`src/sv/flr_pkg.sv`:
```
// Shared constants, types and helper functions of the line rasterizer.
`default_nettype none

package flr_pkg;

	localparam int SCREEN_W     = 256;
	localparam int SCREEN_H     = 192;
	localparam int COORD_BITS   = 12;
	localparam int COLOUR_W     = 15;
	localparam int PIX_W        = COLOUR_W + 1;
	localparam int LAYER_PIXELS = SCREEN_W * SCREEN_H;
	localparam int STORE_DEPTH  = 2 * LAYER_PIXELS;
	localparam int ADDR_W       = $clog2(STORE_DEPTH);
	// Pixel coordinates as computed along a line, with headroom for sums.
	localparam int PC_W         = COORD_BITS + 2;
	localparam int D_W          = COORD_BITS;
	localparam int PROD_W       = 2 * COORD_BITS + 1;
	localparam int DIV_W        = 2 * COORD_BITS;
	localparam int DCNT_W       = $clog2(DIV_W + 1);

	typedef enum logic [1:0] {
		OP_POINT,
		OP_LINE,
		OP_FILL,
		OP_READ
	} op_t;

	typedef enum logic [3:0] {
		S_CLEAR,
		S_IDLE,
		S_POINT,
		S_READ,
		S_RESULT,
		S_FILL,
		S_LINE,
		S_MUL1,
		S_DIV1,
		S_WAIT1,
		S_MUL2,
		S_DIV2,
		S_WAIT2,
		S_PLOT
	} state_t;

	typedef struct packed {
		logic load;
		logic sweep;
		logic clr;
		logic point_wr;
		logic rd;
		logic minor_init;
		logic mul1;
		logic mul2;
		logic div_go;
		logic div_take;
		logic plot;
	} dp_cmd_t;

	typedef struct packed {
		logic shallow;
		logic d_zero;
		logic i_last;
		logic sweep_last;
		logic div_done;
	} dp_status_t;

	function automatic logic on_screen(logic signed [PC_W-1:0] x, logic signed [PC_W-1:0] y);
		return (int'(x) >= 0) && (int'(x) < SCREEN_W) && (int'(y) >= 0) && (int'(y) < SCREEN_H);
	endfunction

	function automatic logic [ADDR_W-1:0] pix_addr(logic layer, logic [PC_W-1:0] x,
			logic [PC_W-1:0] y);
		return ADDR_W'(ADDR_W'(layer) * ADDR_W'(LAYER_PIXELS) + ADDR_W'(y) * ADDR_W'(SCREEN_W)
			+ ADDR_W'(x));
	endfunction

endpackage

`default_nettype wire

```
`src/sv/flr_ctrl.sv`:
```
// Controller state machine sequencing the datapath for each request.
`default_nettype none

module flr_ctrl import flr_pkg::*; (
	input  logic       clk,
	input  logic       arst_n,
	input  logic       start,
	input  logic [1:0] operation,
	input  dp_status_t status,
	output dp_cmd_t    cmd,
	output logic       busy,
	output logic       result_valid
);

	state_t state_q, state_n;

	always_ff @(posedge clk or negedge arst_n) begin
		if (!arst_n) begin
			state_q <= S_CLEAR;
		end else begin
			state_q <= state_n;
		end
	end

	always_comb begin
		state_n = state_q;
		unique case (state_q)
			S_CLEAR: begin
				if (status.sweep_last) state_n = S_IDLE;
			end
			S_IDLE: begin
				if (start) begin
					unique case (op_t'(operation))
						OP_POINT: state_n = S_POINT;
						OP_LINE:  state_n = S_LINE;
						OP_FILL:  state_n = S_FILL;
						OP_READ:  state_n = S_READ;
						default:  state_n = S_IDLE;
					endcase
				end
			end
			S_POINT:  state_n = S_IDLE;
			S_READ:   state_n = S_RESULT;
			S_RESULT: state_n = S_IDLE;
			S_FILL: begin
				if (status.sweep_last) state_n = S_IDLE;
			end
			S_LINE:   state_n = status.d_zero ? S_PLOT : S_MUL1;
			S_MUL1:   state_n = status.shallow ? S_DIV1 : S_MUL2;
			S_DIV1:   state_n = S_WAIT1;
			S_WAIT1: begin
				if (status.div_done) state_n = S_MUL2;
			end
			S_MUL2:   state_n = S_DIV2;
			S_DIV2:   state_n = S_WAIT2;
			S_WAIT2: begin
				if (status.div_done) state_n = S_PLOT;
			end
			S_PLOT:   state_n = status.i_last ? S_IDLE : S_MUL1;
			default:  state_n = S_IDLE;
		endcase
	end

	always_comb begin
		cmd          = '0;
		busy         = 1'b1;
		result_valid = 1'b0;
		unique case (state_q)
			S_CLEAR: begin
				cmd.sweep = 1'b1;
				cmd.clr   = 1'b1;
			end
			S_IDLE: begin
				busy     = 1'b0;
				cmd.load = start;
			end
			S_POINT:  cmd.point_wr = 1'b1;
			S_READ:   cmd.rd = 1'b1;
			S_RESULT: result_valid = 1'b1;
			S_FILL:   cmd.sweep = 1'b1;
			S_LINE:   cmd.minor_init = 1'b1;
			S_MUL1:   cmd.mul1 = 1'b1;
			S_DIV1:   cmd.div_go = 1'b1;
			S_WAIT1:  cmd.div_take = status.div_done;
			S_MUL2:   cmd.mul2 = 1'b1;
			S_DIV2:   cmd.div_go = 1'b1;
			S_WAIT2:  cmd.div_take = status.div_done;
			S_PLOT:   cmd.plot = 1'b1;
			default:  cmd = '0;
		endcase
	end

endmodule

`default_nettype wire

```
`config.mk`:
```
export PLATFORM = sky130hd
export DESIGN_NAME = flr_ctrl
export DESIGN_NICKNAME = d
export VERILOG_FILES = /design/src/sv/flr_pkg.sv /design/src/sv/flr_ctrl.sv
export SDC_FILE = /design/constraint.sdc
export NUM_CORES = 1
export LEC_CHECK = 0
export BUFFER_PORTS_ARGS = -buffer_cell sky130_fd_sc_hd__buf_2
export CAP_MARGIN = 10
export CORE_MARGIN = 3
export CORE_UTILIZATION = 40
export CTS_CLUSTER_SIZE = 24
export DETAILED_ROUTE_END_ITERATION = 8
export GPL_TIMING_DRIVEN = 0
export PLACE_DENSITY = 0.72
export SLEW_MARGIN = 15
export SYNTH_ARGS = -nofsm -noshare
export SYNTH_HDL_FRONTEND = slang
export SYNTH_SLANG_ARGS = --single-unit
```
`constraint.sdc`:
```
create_clock -name clk -period 1.3 [get_ports clk]
set_input_delay 0.065 -clock clk [delete_from_list [all_inputs] [get_ports clk]]
set_output_delay 0.065 -clock clk [all_outputs]
set_load 0.005 [all_outputs]
```
==> results of run 1 <==
-- tightest hold or removal path, cell delays in order --
cell	delay, ns
buf_2	0.10
nor2_1	0.08
o31ai_1	0.07
-- where the power goes --
part | internal [µW] | leakage, µW | switching (µW)
logic | 892 | 0.000404 | 817
registers | 180 | 0.0000509 | 66.1
clock network | 104 | 0.0000138 | 58.8
total | 1180 | 0.000468 | 942
-- routing by layer --
layer  vias up  part of all wire (%)
li1        332                     -
met1       344                    36
met2        43                    52
met3         9                   7.9
met4         0                   4.1
met5         -                     0
-- through the flow --
step | setup WS, ns | TNS [ns] | util, % | area [µm²]
after floorplan | -0.00410 | -0.00410 | - | 519
after global placement | -0.0959 | -0.225 | 56.0 | 647
after detailed placement | -0.108 | -0.242 | 56.0 | 647
after CTS | -0.0787 | -0.261 | 76.8 | 888
after global routing | -0.234 | -1.26 | 81.5 | 942
final | -0.176 | -0.700 | 81.5 | 942
-- cell families (layout without fill, tap and decap cells) --
kind of cell             count (synthesis)  after routing  share of synthesized area, %
AO/OA/AOI/OAI                           17             17                          22.4
XOR/XNOR                                 1              1                          1.69
buffers and inverters                   12             49                          12.3
adder cells (fa/ha/maj)                  2              2                          4.82
multiplexers                             1              1                          1.93
AND/OR/NAND/NOR                         35             35                          37.6
flip-flops                               4              4                          19.3
-- timing repair --
action,in CTS,in global routing
pin swaps,6,2
setup buffers,10,2
endpoints found under the hold margin,4,0
hold buffers,1,0
gates resized for setup,33,6
setup endpoints to repair,16,16
-- cell type report --
| class | instances | area share [%] |
|---|---|---|
| plain buffers | 7 | 10.5 |
| clock buffers | 3 | 2.39 |
| multi-input cells | 56 | 48.2 |
| flip-flops and latches | 4 | 10.8 |
| inverters | 4 | 1.59 |
| repair buffers | 35 | 24.7 |
| well taps | 14 | 1.86 |
-- placed cells by master (no fill, tap or decap), types with 3 or more instances in the layout --
| cell | count |
|---|---|
| buf_2 | 21 |
| buf_4 | 9 |
| nor2_1 | 7 |
| buf_6 | 6 |
| nand2_1 | 5 |
| o21ai_0 | 5 |
| inv_1 | 4 |
| nor3_2 | 4 |
| clkbuf_4 | 4 |
| and3_1 | 3 |
| dfrtp_1 | 3 |
-- final timing paths --
kind,start,endpoint,slack (ns),cells past startpoint
min in group asynchronous,arst_n,state_q[1],0.16,2
max in group asynchronous,arst_n,state_q[0],1.01,2
worst min-delay path,status[3],state_q[3],0.12,3
worst max register to register,state_q[2],state_q[2],-0.18,6
worst max-delay path,state_q[2],state_q[2],-0.18,6
worst min register to register,state_q[0],state_q[0],0.76,2
==> results.cfg, run 1 <==
[placed_design]
gp_weighted_congestion = 0.819
detailed_placement_wirelength_estimate_um = 1080
placedCellCount = 108
placement.io_buffers = 22

[final_layout]
final_layout_size_suffix_gt1_share_pct = 56.9
fin_nets = 123
area_delta_synth_final_pct = 81.4
multiInputGateArea_um2 = 454
largest_register_ffs = 4
fillerInstances = 70
ff_latch_area_um2 = 101
largest-register = state_q
n_antenna_cell = 0
finalNonFillerCells = 123
largest_registers = state_q (4)

[critical_path]
path_buf_inv = 2
critPathRequiredTime_ns = 1.41
cpPeakStageDelay_ns = 0.38
worst-path-max-fanout = 6
timing.critical_path.to_type = flip-flop
worst_setup_path_start_kind = flip-flop
worst_ep_arrival_time_ns = 1.59
crit_path_top_delay_cell = dfrtp_1
critical_path.top_delay_family = compound AO/OA/AOI/OAI gates
critical_path_class = flip-flop to flip-flop
timing.critical_path.cells = buf_6 > clkbuf_4 > nor4bb_1 > a32o_2 > a211oi_2 > mux2i_1

[timing]
finalSetupViolations = 9
final_critical_path_setup_slack_ns = -0.176
max_slew_margin_pct = 77.5
report.final.hold_viol_count = 0
slew_viol_final = 0
rsz0062_at_grt = true
slew_at_the_pin_with_the_worst_max_slew_slack_ns = 0.337
hold_ws_ns = 0.123
layout_min_cycle_time_ns = 1.48
fin_worst_skew_ns = 0.00289
fmaxAchievable_mhz = 678
fin_crit_sh_pct = 114

[clock_tree]
cts_tree = yes
cts_inserted_buffers = 3
cts_buffer_depth = 2
clock-sinks = 4
clock_tree_root_buffer_cell = clkbuf_4
worst_setup_hold_path_clk_slew_ns = 0.04
cts-htree-levels = 1
clk_latency_ns = 0.24

[synth]
avgSynthCellArea_um2 = 7.21
ys_seq_area_share_pct = 19.3
synth_commonest_cells = nor2_1, nor3_1, o21ai_0
yosys.cell_count.top_type = nor2_1
syn_area_um2 = 519
postSynthCellCount = 72
synth_top_area_cell = dfrtp_1
number_of_flops_mapped_to_enable_cells_by_yosys = 0
synth_top_area_share_pct = 19.3
ys_dominant_reg_cell = dfrtp_1
synth_fp_nets = 84
synth.ff_latch_count = 4
synth.lib_cells_used.distinct = 31
synth.top_cells.by_area = dfrtp_1, nor3_1, o21ai_0, nor2_1, and3_1
postSynth.asyncResetShare_pct = 100
yosysWarnings = 0

[min_path]
hold_path.class = primary input to flip-flop

[route]
antenna_violating_nets_post_route = 0
detailedRoute.firstPassIterationCount = 4
vias_per_cell = 5.92
detailedRoute.firstIterationViolations = 32
drt_wl_total_um = 2030
number_of_drc_violations_after_detailed_routing = 0
routed_wire_length_per_instance_um = 16.5
dr_total_vias = 728

[floorplanning]
initial_core_utilization_pct = 44.9
placeableCoreArea_um2 = 1160
dieHeight_um = 42.0
die-area_um2 = 1770
top_level_ports = 23
floorplan.die.width_um = 42.0
floorplan.rows = 12

[global_routing]
grt_start_max_net_pins = 11
grt.met1_usage_pct = 24.7
grt.met2_usage_pct = 41.4
grt_remaining_overflow = 0
gr-usage-met3_pct = 2.58
grt_antenna_before_repair = 0
grt_first_pass_wirelength_um = 3090
globalRouteTotalUtil_pct = 23.3
grt.busiest_layer = met2
via_count_of_the_first_global_routing_pass = 696

[power_and_ir_drop]
cellLeakagePower_uw = 0.000468
power_density_nw_per_um2 = 2250
power_uw = 2120
vdd_drop_max_mv = 1.32

[run]
drv_cap = 0

[run_status]
violated_checks = setup timing
run_status = finished with violations
Power figures use the tool's default switching activity.
==> run 2, diff against run 1 <==
--- a/config.mk
+++ b/config.mk
@@ -5,9 +5,9 @@
 export SDC_FILE = /design/constraint.sdc
 export NUM_CORES = 1
 export LEC_CHECK = 0
-export BUFFER_PORTS_ARGS = -buffer_cell sky130_fd_sc_hd__buf_2
+export BUFFER_PORTS_ARGS = -buffer_cell sky130_fd_sc_hd__clkbuf_2
 export CAP_MARGIN = 10
-export CORE_MARGIN = 3
+export CORE_MARGIN = 1.5
 export CORE_UTILIZATION = 40
 export CTS_CLUSTER_SIZE = 24
 export DETAILED_ROUTE_END_ITERATION = 8
==> results.cfg, run 2 (synthesized netlist as in run 1, its figures left out) <==
[run_status]
run_status = finished with violations
violated_checks = setup timing

[timing]
layout_min_cycle_time_ns = 1.41
fmaxAchievable_mhz = 708
slew_at_the_pin_with_the_worst_max_slew_slack_ns = 0.357
fin_worst_skew_ns = 0.00756
finalSetupViolations = 9
final_critical_path_setup_slack_ns = -0.113
rsz0062_at_grt = true
fin_crit_sh_pct = 109
max_slew_margin_pct = 76.1
slew_viol_final = 0
report.final.hold_viol_count = 0
hold_ws_ns = 0.139

[final_layout]
mostFrequentLayoutCells = clkbuf_2, nor2_1, buf_4
largest_register_ffs = 4
area_delta_synth_final_pct = 63.9
ff_latch_area_um2 = 101
fillerInstances = 84
largest_registers = state_q (4)
largest-register = state_q
n_antenna_cell = 0
finalNonFillerCells = 119
multiInputGateArea_um2 = 398
fin_nets = 119
final_common_cell = clkbuf_2
final_layout_size_suffix_gt1_share_pct = 49.5

[power_and_ir_drop]
cellLeakagePower_uw = 0.000431
power_density_nw_per_um2 = 2180
vdd_drop_max_mv = 1.13

[global_routing]
via_count_of_the_first_global_routing_pass = 541
grt_remaining_overflow = 0
grt_start_max_net_pins = 11
grt_antenna_before_repair = 0
globalRouteTotalUtil_pct = 22.1
grt_first_pass_wirelength_um = 2300

[route]
antenna_violating_nets_post_route = 0
drt_wl_total_um = 1730
number_of_drc_violations_after_detailed_routing = 0
routed_wire_length_per_instance_um = 14.6
detailedRoute.firstIterationViolations = 42
detailedRoute.firstPassIterationCount = 6
dr_total_vias = 699
vias_per_cell = 5.87

[critical_path]
critical_path_class = flip-flop to flip-flop
r2r_start = state_q[2]
worst_setup_path_start_kind = flip-flop
crit-reg2reg-capture = state_q[1]
cpPeakStageDelay_ns = 0.38
critPathRequiredTime_ns = 1.44
endpoint_of_the_most_critical_setup_path = state_q[1]
worst_ep_arrival_time_ns = 1.56
ff2ff_setup_slack_ns = -0.11
worst-path-max-fanout = 8
worst_r2r_path_depth = 5
crit_path_top_delay_cell = or3_1
timing.critical_path.cells = buf_6 > or3_1 > o21ai_1 > a31oi_1 > a221oi_2
worst_setup_path_startpoint = state_q[2]
timing.critical_path.to_type = flip-flop

[min_path]
hold_path.class = primary input to flip-flop

[placed_design]
gp_weighted_congestion = 0.858
placedCellCount = 108
placement.io_buffers = 22
detailed_placement_wirelength_estimate_um = 998

[clock_tree]
clock-sinks = 4
worst_setup_hold_path_clk_slew_ns = 0.04
cts_inserted_buffers = 3
cts-htree-levels = 1
clock_tree_root_buffer_cell = clkbuf_4
clk_latency_ns = 0.23
cts_tree = yes
cts_buffer_depth = 2

[run]
drv_cap = 0

[floorplanning]
floorplan.rows = 12
placeableCoreArea_um2 = 1160
initial_core_utilization_pct = 44.9
die-area_um2 = 1520
floorplan.die.width_um = 39.0
dieHeight_um = 39.0
top_level_ports = 23
==> run 2: changes by cell type in the layout (fill, tap and decap cells not counted), moves of 2 or more <==
cell,before,now
buf_4,9,7
buf_6,6,4
clkbuf_2,0,17
buf_2,21,5
==> run 2: critical path, delay by kind of cell, from the launching register on <==
kind,cells,cell delay (ns)
buffers and inverters,1,0.14
AND/OR/NAND/NOR,1,0.38
flip-flops,1,0.36
AO/OA/AOI/OAI,3,0.44
==> run 2: worst min-delay path by stage <==
stage,startpoint,depth (start not counted),slack (ns),end
CTS,status[3],3,0.14,state_q[3]
detailed placement,arst_n,1,-0.13,state_q[1]
floorplan,arst_n,0,-0.23,state_q[0]
global placement,arst_n,1,-0.13,state_q[3]
finish,status[3],3,0.14,state_q[3]
global route,status[3],3,0.15,state_q[3]
==> run 2: report_power, final <==
| part | internal (µW) | switching [µW] | total (µW) |
|---|---|---|---|
| combinational | 748 | 709 | 1460 |
| clock | 103 | 47.7 | 151 |
| sequential | 180 | 66.2 | 247 |
| total | 1030 | 823 | 1850 |
==> run 2: through the flow <==
| step | util, % | instance area, µm² | setup TNS [ns] | total power, µW | setup slack, ns |
|---|---|---|---|---|---|
| floorplan | - | 519 | -0.00410 | 956 | -0.00410 |
| global placement | 56.0 | 647 | -0.228 | 1240 | -0.0959 |
| detailed placement | 56.0 | 647 | -0.258 | 1240 | -0.109 |
| CTS | 67.2 | 777 | -0.288 | 1640 | -0.0681 |
| global route | 73.6 | 851 | -1.04 | 1970 | -0.190 |
| finish | 73.6 | 851 | -0.490 | 1850 | -0.113 |
==> run 2: final cells by class <==
class	instances	area share [%]
buffer	7	11.6
clock buffer	3	2.65
inverter	4	1.76
multi-input combinational	56	46.8
sequential	4	11.9
tap	14	2.06
timing repair buffer	31	23.2
==> run 2: repair_timing <==
| action | CTS | global route |
|---|---|---|
| endpoints found under the setup margin | 16 | 15 |
| buffers inserted | 4 | 3 |
| cloned | 0 | 1 |
| hold buffers | 1 | 0 |
| pin swaps | 4 | 2 |
| hold endpoints to repair | 4 | 0 |
| gates resized for setup | 19 | 12 |
==> run 2: per-layer routing <==
metal / track usage, % / part of all wire [%] / up-vias
met1: 31.1 / 41 / 322
met5: 0 / 0 / -
met3: 3.47 / 9.1 / 2
met2: 32.9 / 50 / 47
met4: 8.62 / 0.12 / 0
li1: - / - / 328
==> run 3, diff against run 2 <==
--- a/config.mk
+++ b/config.mk
@@ -7,12 +7,15 @@
 export LEC_CHECK = 0
 export BUFFER_PORTS_ARGS = -buffer_cell sky130_fd_sc_hd__clkbuf_2
 export CAP_MARGIN = 10
+export CELL_PAD_IN_SITES_DETAIL_PLACEMENT = 2
+export CELL_PAD_IN_SITES_GLOBAL_PLACEMENT = 2
+export CORE_ASPECT_RATIO = 1.25
 export CORE_MARGIN = 1.5
-export CORE_UTILIZATION = 40
+export CORE_UTILIZATION = 21
 export CTS_CLUSTER_SIZE = 24
 export DETAILED_ROUTE_END_ITERATION = 8
 export GPL_TIMING_DRIVEN = 0
-export PLACE_DENSITY = 0.72
+export PLACE_DENSITY_LB_ADDON = 0.1
 export SLEW_MARGIN = 15
 export SYNTH_ARGS = -nofsm -noshare
 export SYNTH_HDL_FRONTEND = slang
==> results.cfg, run 3 (synthesized netlist as in run 1, its figures left out) <==
[final_layout]
n_antenna_cell = 0
ff_latch_area_um2 = 101
final_layout_size_suffix_gt1_share_pct = 62.8
fin_nets = 127
final_common_cell = clkbuf_2
mostFrequentLayoutCells = clkbuf_2, buf_6, buf_4
fillerInstances = 264
largest_register_ffs = 4
largest-register = state_q
largest_registers = state_q (4)
multiInputGateArea_um2 = 490
area_delta_synth_final_pct = 101

[placed_design]
placement.io_buffers = 22
detailed_placement_wirelength_estimate_um = 1410
gp_weighted_congestion = 0.773

[clock_tree]
cts_inserted_buffers = 3
clock-sinks = 4
clk_latency_ns = 0.23
worst_setup_hold_path_clk_slew_ns = 0.04
cts_tree = yes
cts-htree-levels = 1
cts_buffer_depth = 2
clock_tree_root_buffer_cell = clkbuf_4

[timing]
fin_crit_sh_pct = 114
fin_worst_skew_ns = 0.000637
slew_viol_final = 0
rsz0062_at_grt = true
layout_min_cycle_time_ns = 1.48
report.final.hold_viol_count = 0
finalSetupViolations = 9
final_critical_path_setup_slack_ns = -0.179
fmaxAchievable_mhz = 676
max_slew_margin_pct = 78.4
hold_ws_ns = 0.152
post_route_setup_tns_ns = -0.763
slew_at_the_pin_with_the_worst_max_slew_slack_ns = 0.321

[power_and_ir_drop]
cellLeakagePower_uw = 0.000498
power_density_nw_per_um2 = 2210
vdd_drop_max_mv = 0.819

[route]
antenna_violating_nets_post_route = 0
number_of_drc_violations_after_detailed_routing = 0
drt_wl_total_um = 2420
detailedRoute.firstPassIterationCount = 4
dr_total_vias = 722
routed_wire_length_per_instance_um = 16.8
detailedRoute.firstIterationViolations = 10
vias_per_cell = 5.01

[floorplanning]
placeableCoreArea_um2 = 2260
floorplan.rows = 19
floorplan.die.width_um = 47.5
initial_core_utilization_pct = 23.0
top_level_ports = 23
dieHeight_um = 58.6
die-area_um2 = 2780

[global_routing]
globalRouteTotalUtil_pct = 17.6
grt_first_pass_wirelength_um = 3470
grt_remaining_overflow = 0
grt_start_max_net_pins = 11
via_count_of_the_first_global_routing_pass = 738
grt_antenna_before_repair = 0

[run_status]
violated_checks = setup timing
run_status = finished with violations

[critical_path]
worst-path-max-fanout = 6
worst_setup_path_startpoint = state_q[1]
timing.critical_path.to_type = flip-flop
r2r_start = state_q[1]
critPathRequiredTime_ns = 1.43
worst_setup_path_start_kind = flip-flop
endpoint_of_the_most_critical_setup_path = state_q[1]
worst_ep_arrival_time_ns = 1.61
crit-reg2reg-capture = state_q[1]
worst_r2r_path_depth = 6
ff2ff_setup_slack_ns = -0.18
critical_path_class = flip-flop to flip-flop

[run]
drv_cap = 0

[min_path]
hold_path.class = primary input to flip-flop
==> run 3: cell count changes in the layout (fill, tap and decap cells not counted), moves of 2 or more <==
cell,change
nand2b_1,-2
buf_6,+6
buf_4,+3
nand2b_4,+2
buf_2,-2
==> run 3: metal layers <==
layer	GRT usage [%]	up-vias	wire length (µm)
met5	0	-	0
met4	5.95	0	21
met3	0	4	75
met2	32.0	24	1320
met1	21.3	357	1010
li1	-	337	-
==> run 3: final cells by class <==
cell class / count / share of cell area [%]
well taps: 31 / 3.71
inverters: 4 / 1.44
plain buffers: 7 / 8.85
repair buffers: 39 / 27.3
flip-flops and latches: 4 / 9.69
clock buffers: 3 / 2.15
multi-input cells: 56 / 46.9
==> run 3: how the worst min path moves through the flow <==
stage | slack (ns) | startpoint | end | cells after the start
final | 0.15 | status[3] | state_q[3] | 3
after floorplan | -0.23 | arst_n | state_q[0] | 0
after global routing | 0.17 | arst_n | state_q[2] | 2
after detailed placement | -0.12 | arst_n | state_q[1] | 1
after CTS | 0.14 | status[3] | state_q[3] | 3
after global placement | -0.13 | arst_n | state_q[2] | 1
==> run 3: worst max-delay path, cell delays in order, from the launching register on <==
cell and delay [ns]:
dfrtp_1 0.36, buf_6 0.13, buf_4 0.13, nand2b_4 0.15, a21oi_1 0.16, o21ai_0 0.13, a221oi_2 0.31
==> run 3: repair_timing <==
action                                  CTS  global route
resized for setup                        33            18
cloned                                    1             1
hold buffers                              1             0
setup buffers                             9             5
endpoints found under the setup margin   17            14
hold endpoints to repair                  4             0
pin swaps                                 6             7
==> run 3: power breakdown <==
part / total, µW / switching, µW / internal [µW]
Combinational: 1910 / 920 / 991
Clock: 152 / 49.0 / 103
Sequential: 245 / 64.3 / 181
Total: 2310 / 1030 / 1270
==> run 3: through the flow <==
step                area, µm²  power, µW  instances  worst slack, ns  utilization, %
floorplan                 519        956         72         -0.00410               -
global placement          668       1310        125           -0.190            29.6
detailed placement        668       1320        125           -0.214            29.6
CTS                       918       1990        138           -0.170            40.7
global route             1050       2470        144           -0.259            46.3
finish                   1050       2310        144           -0.179            46.3
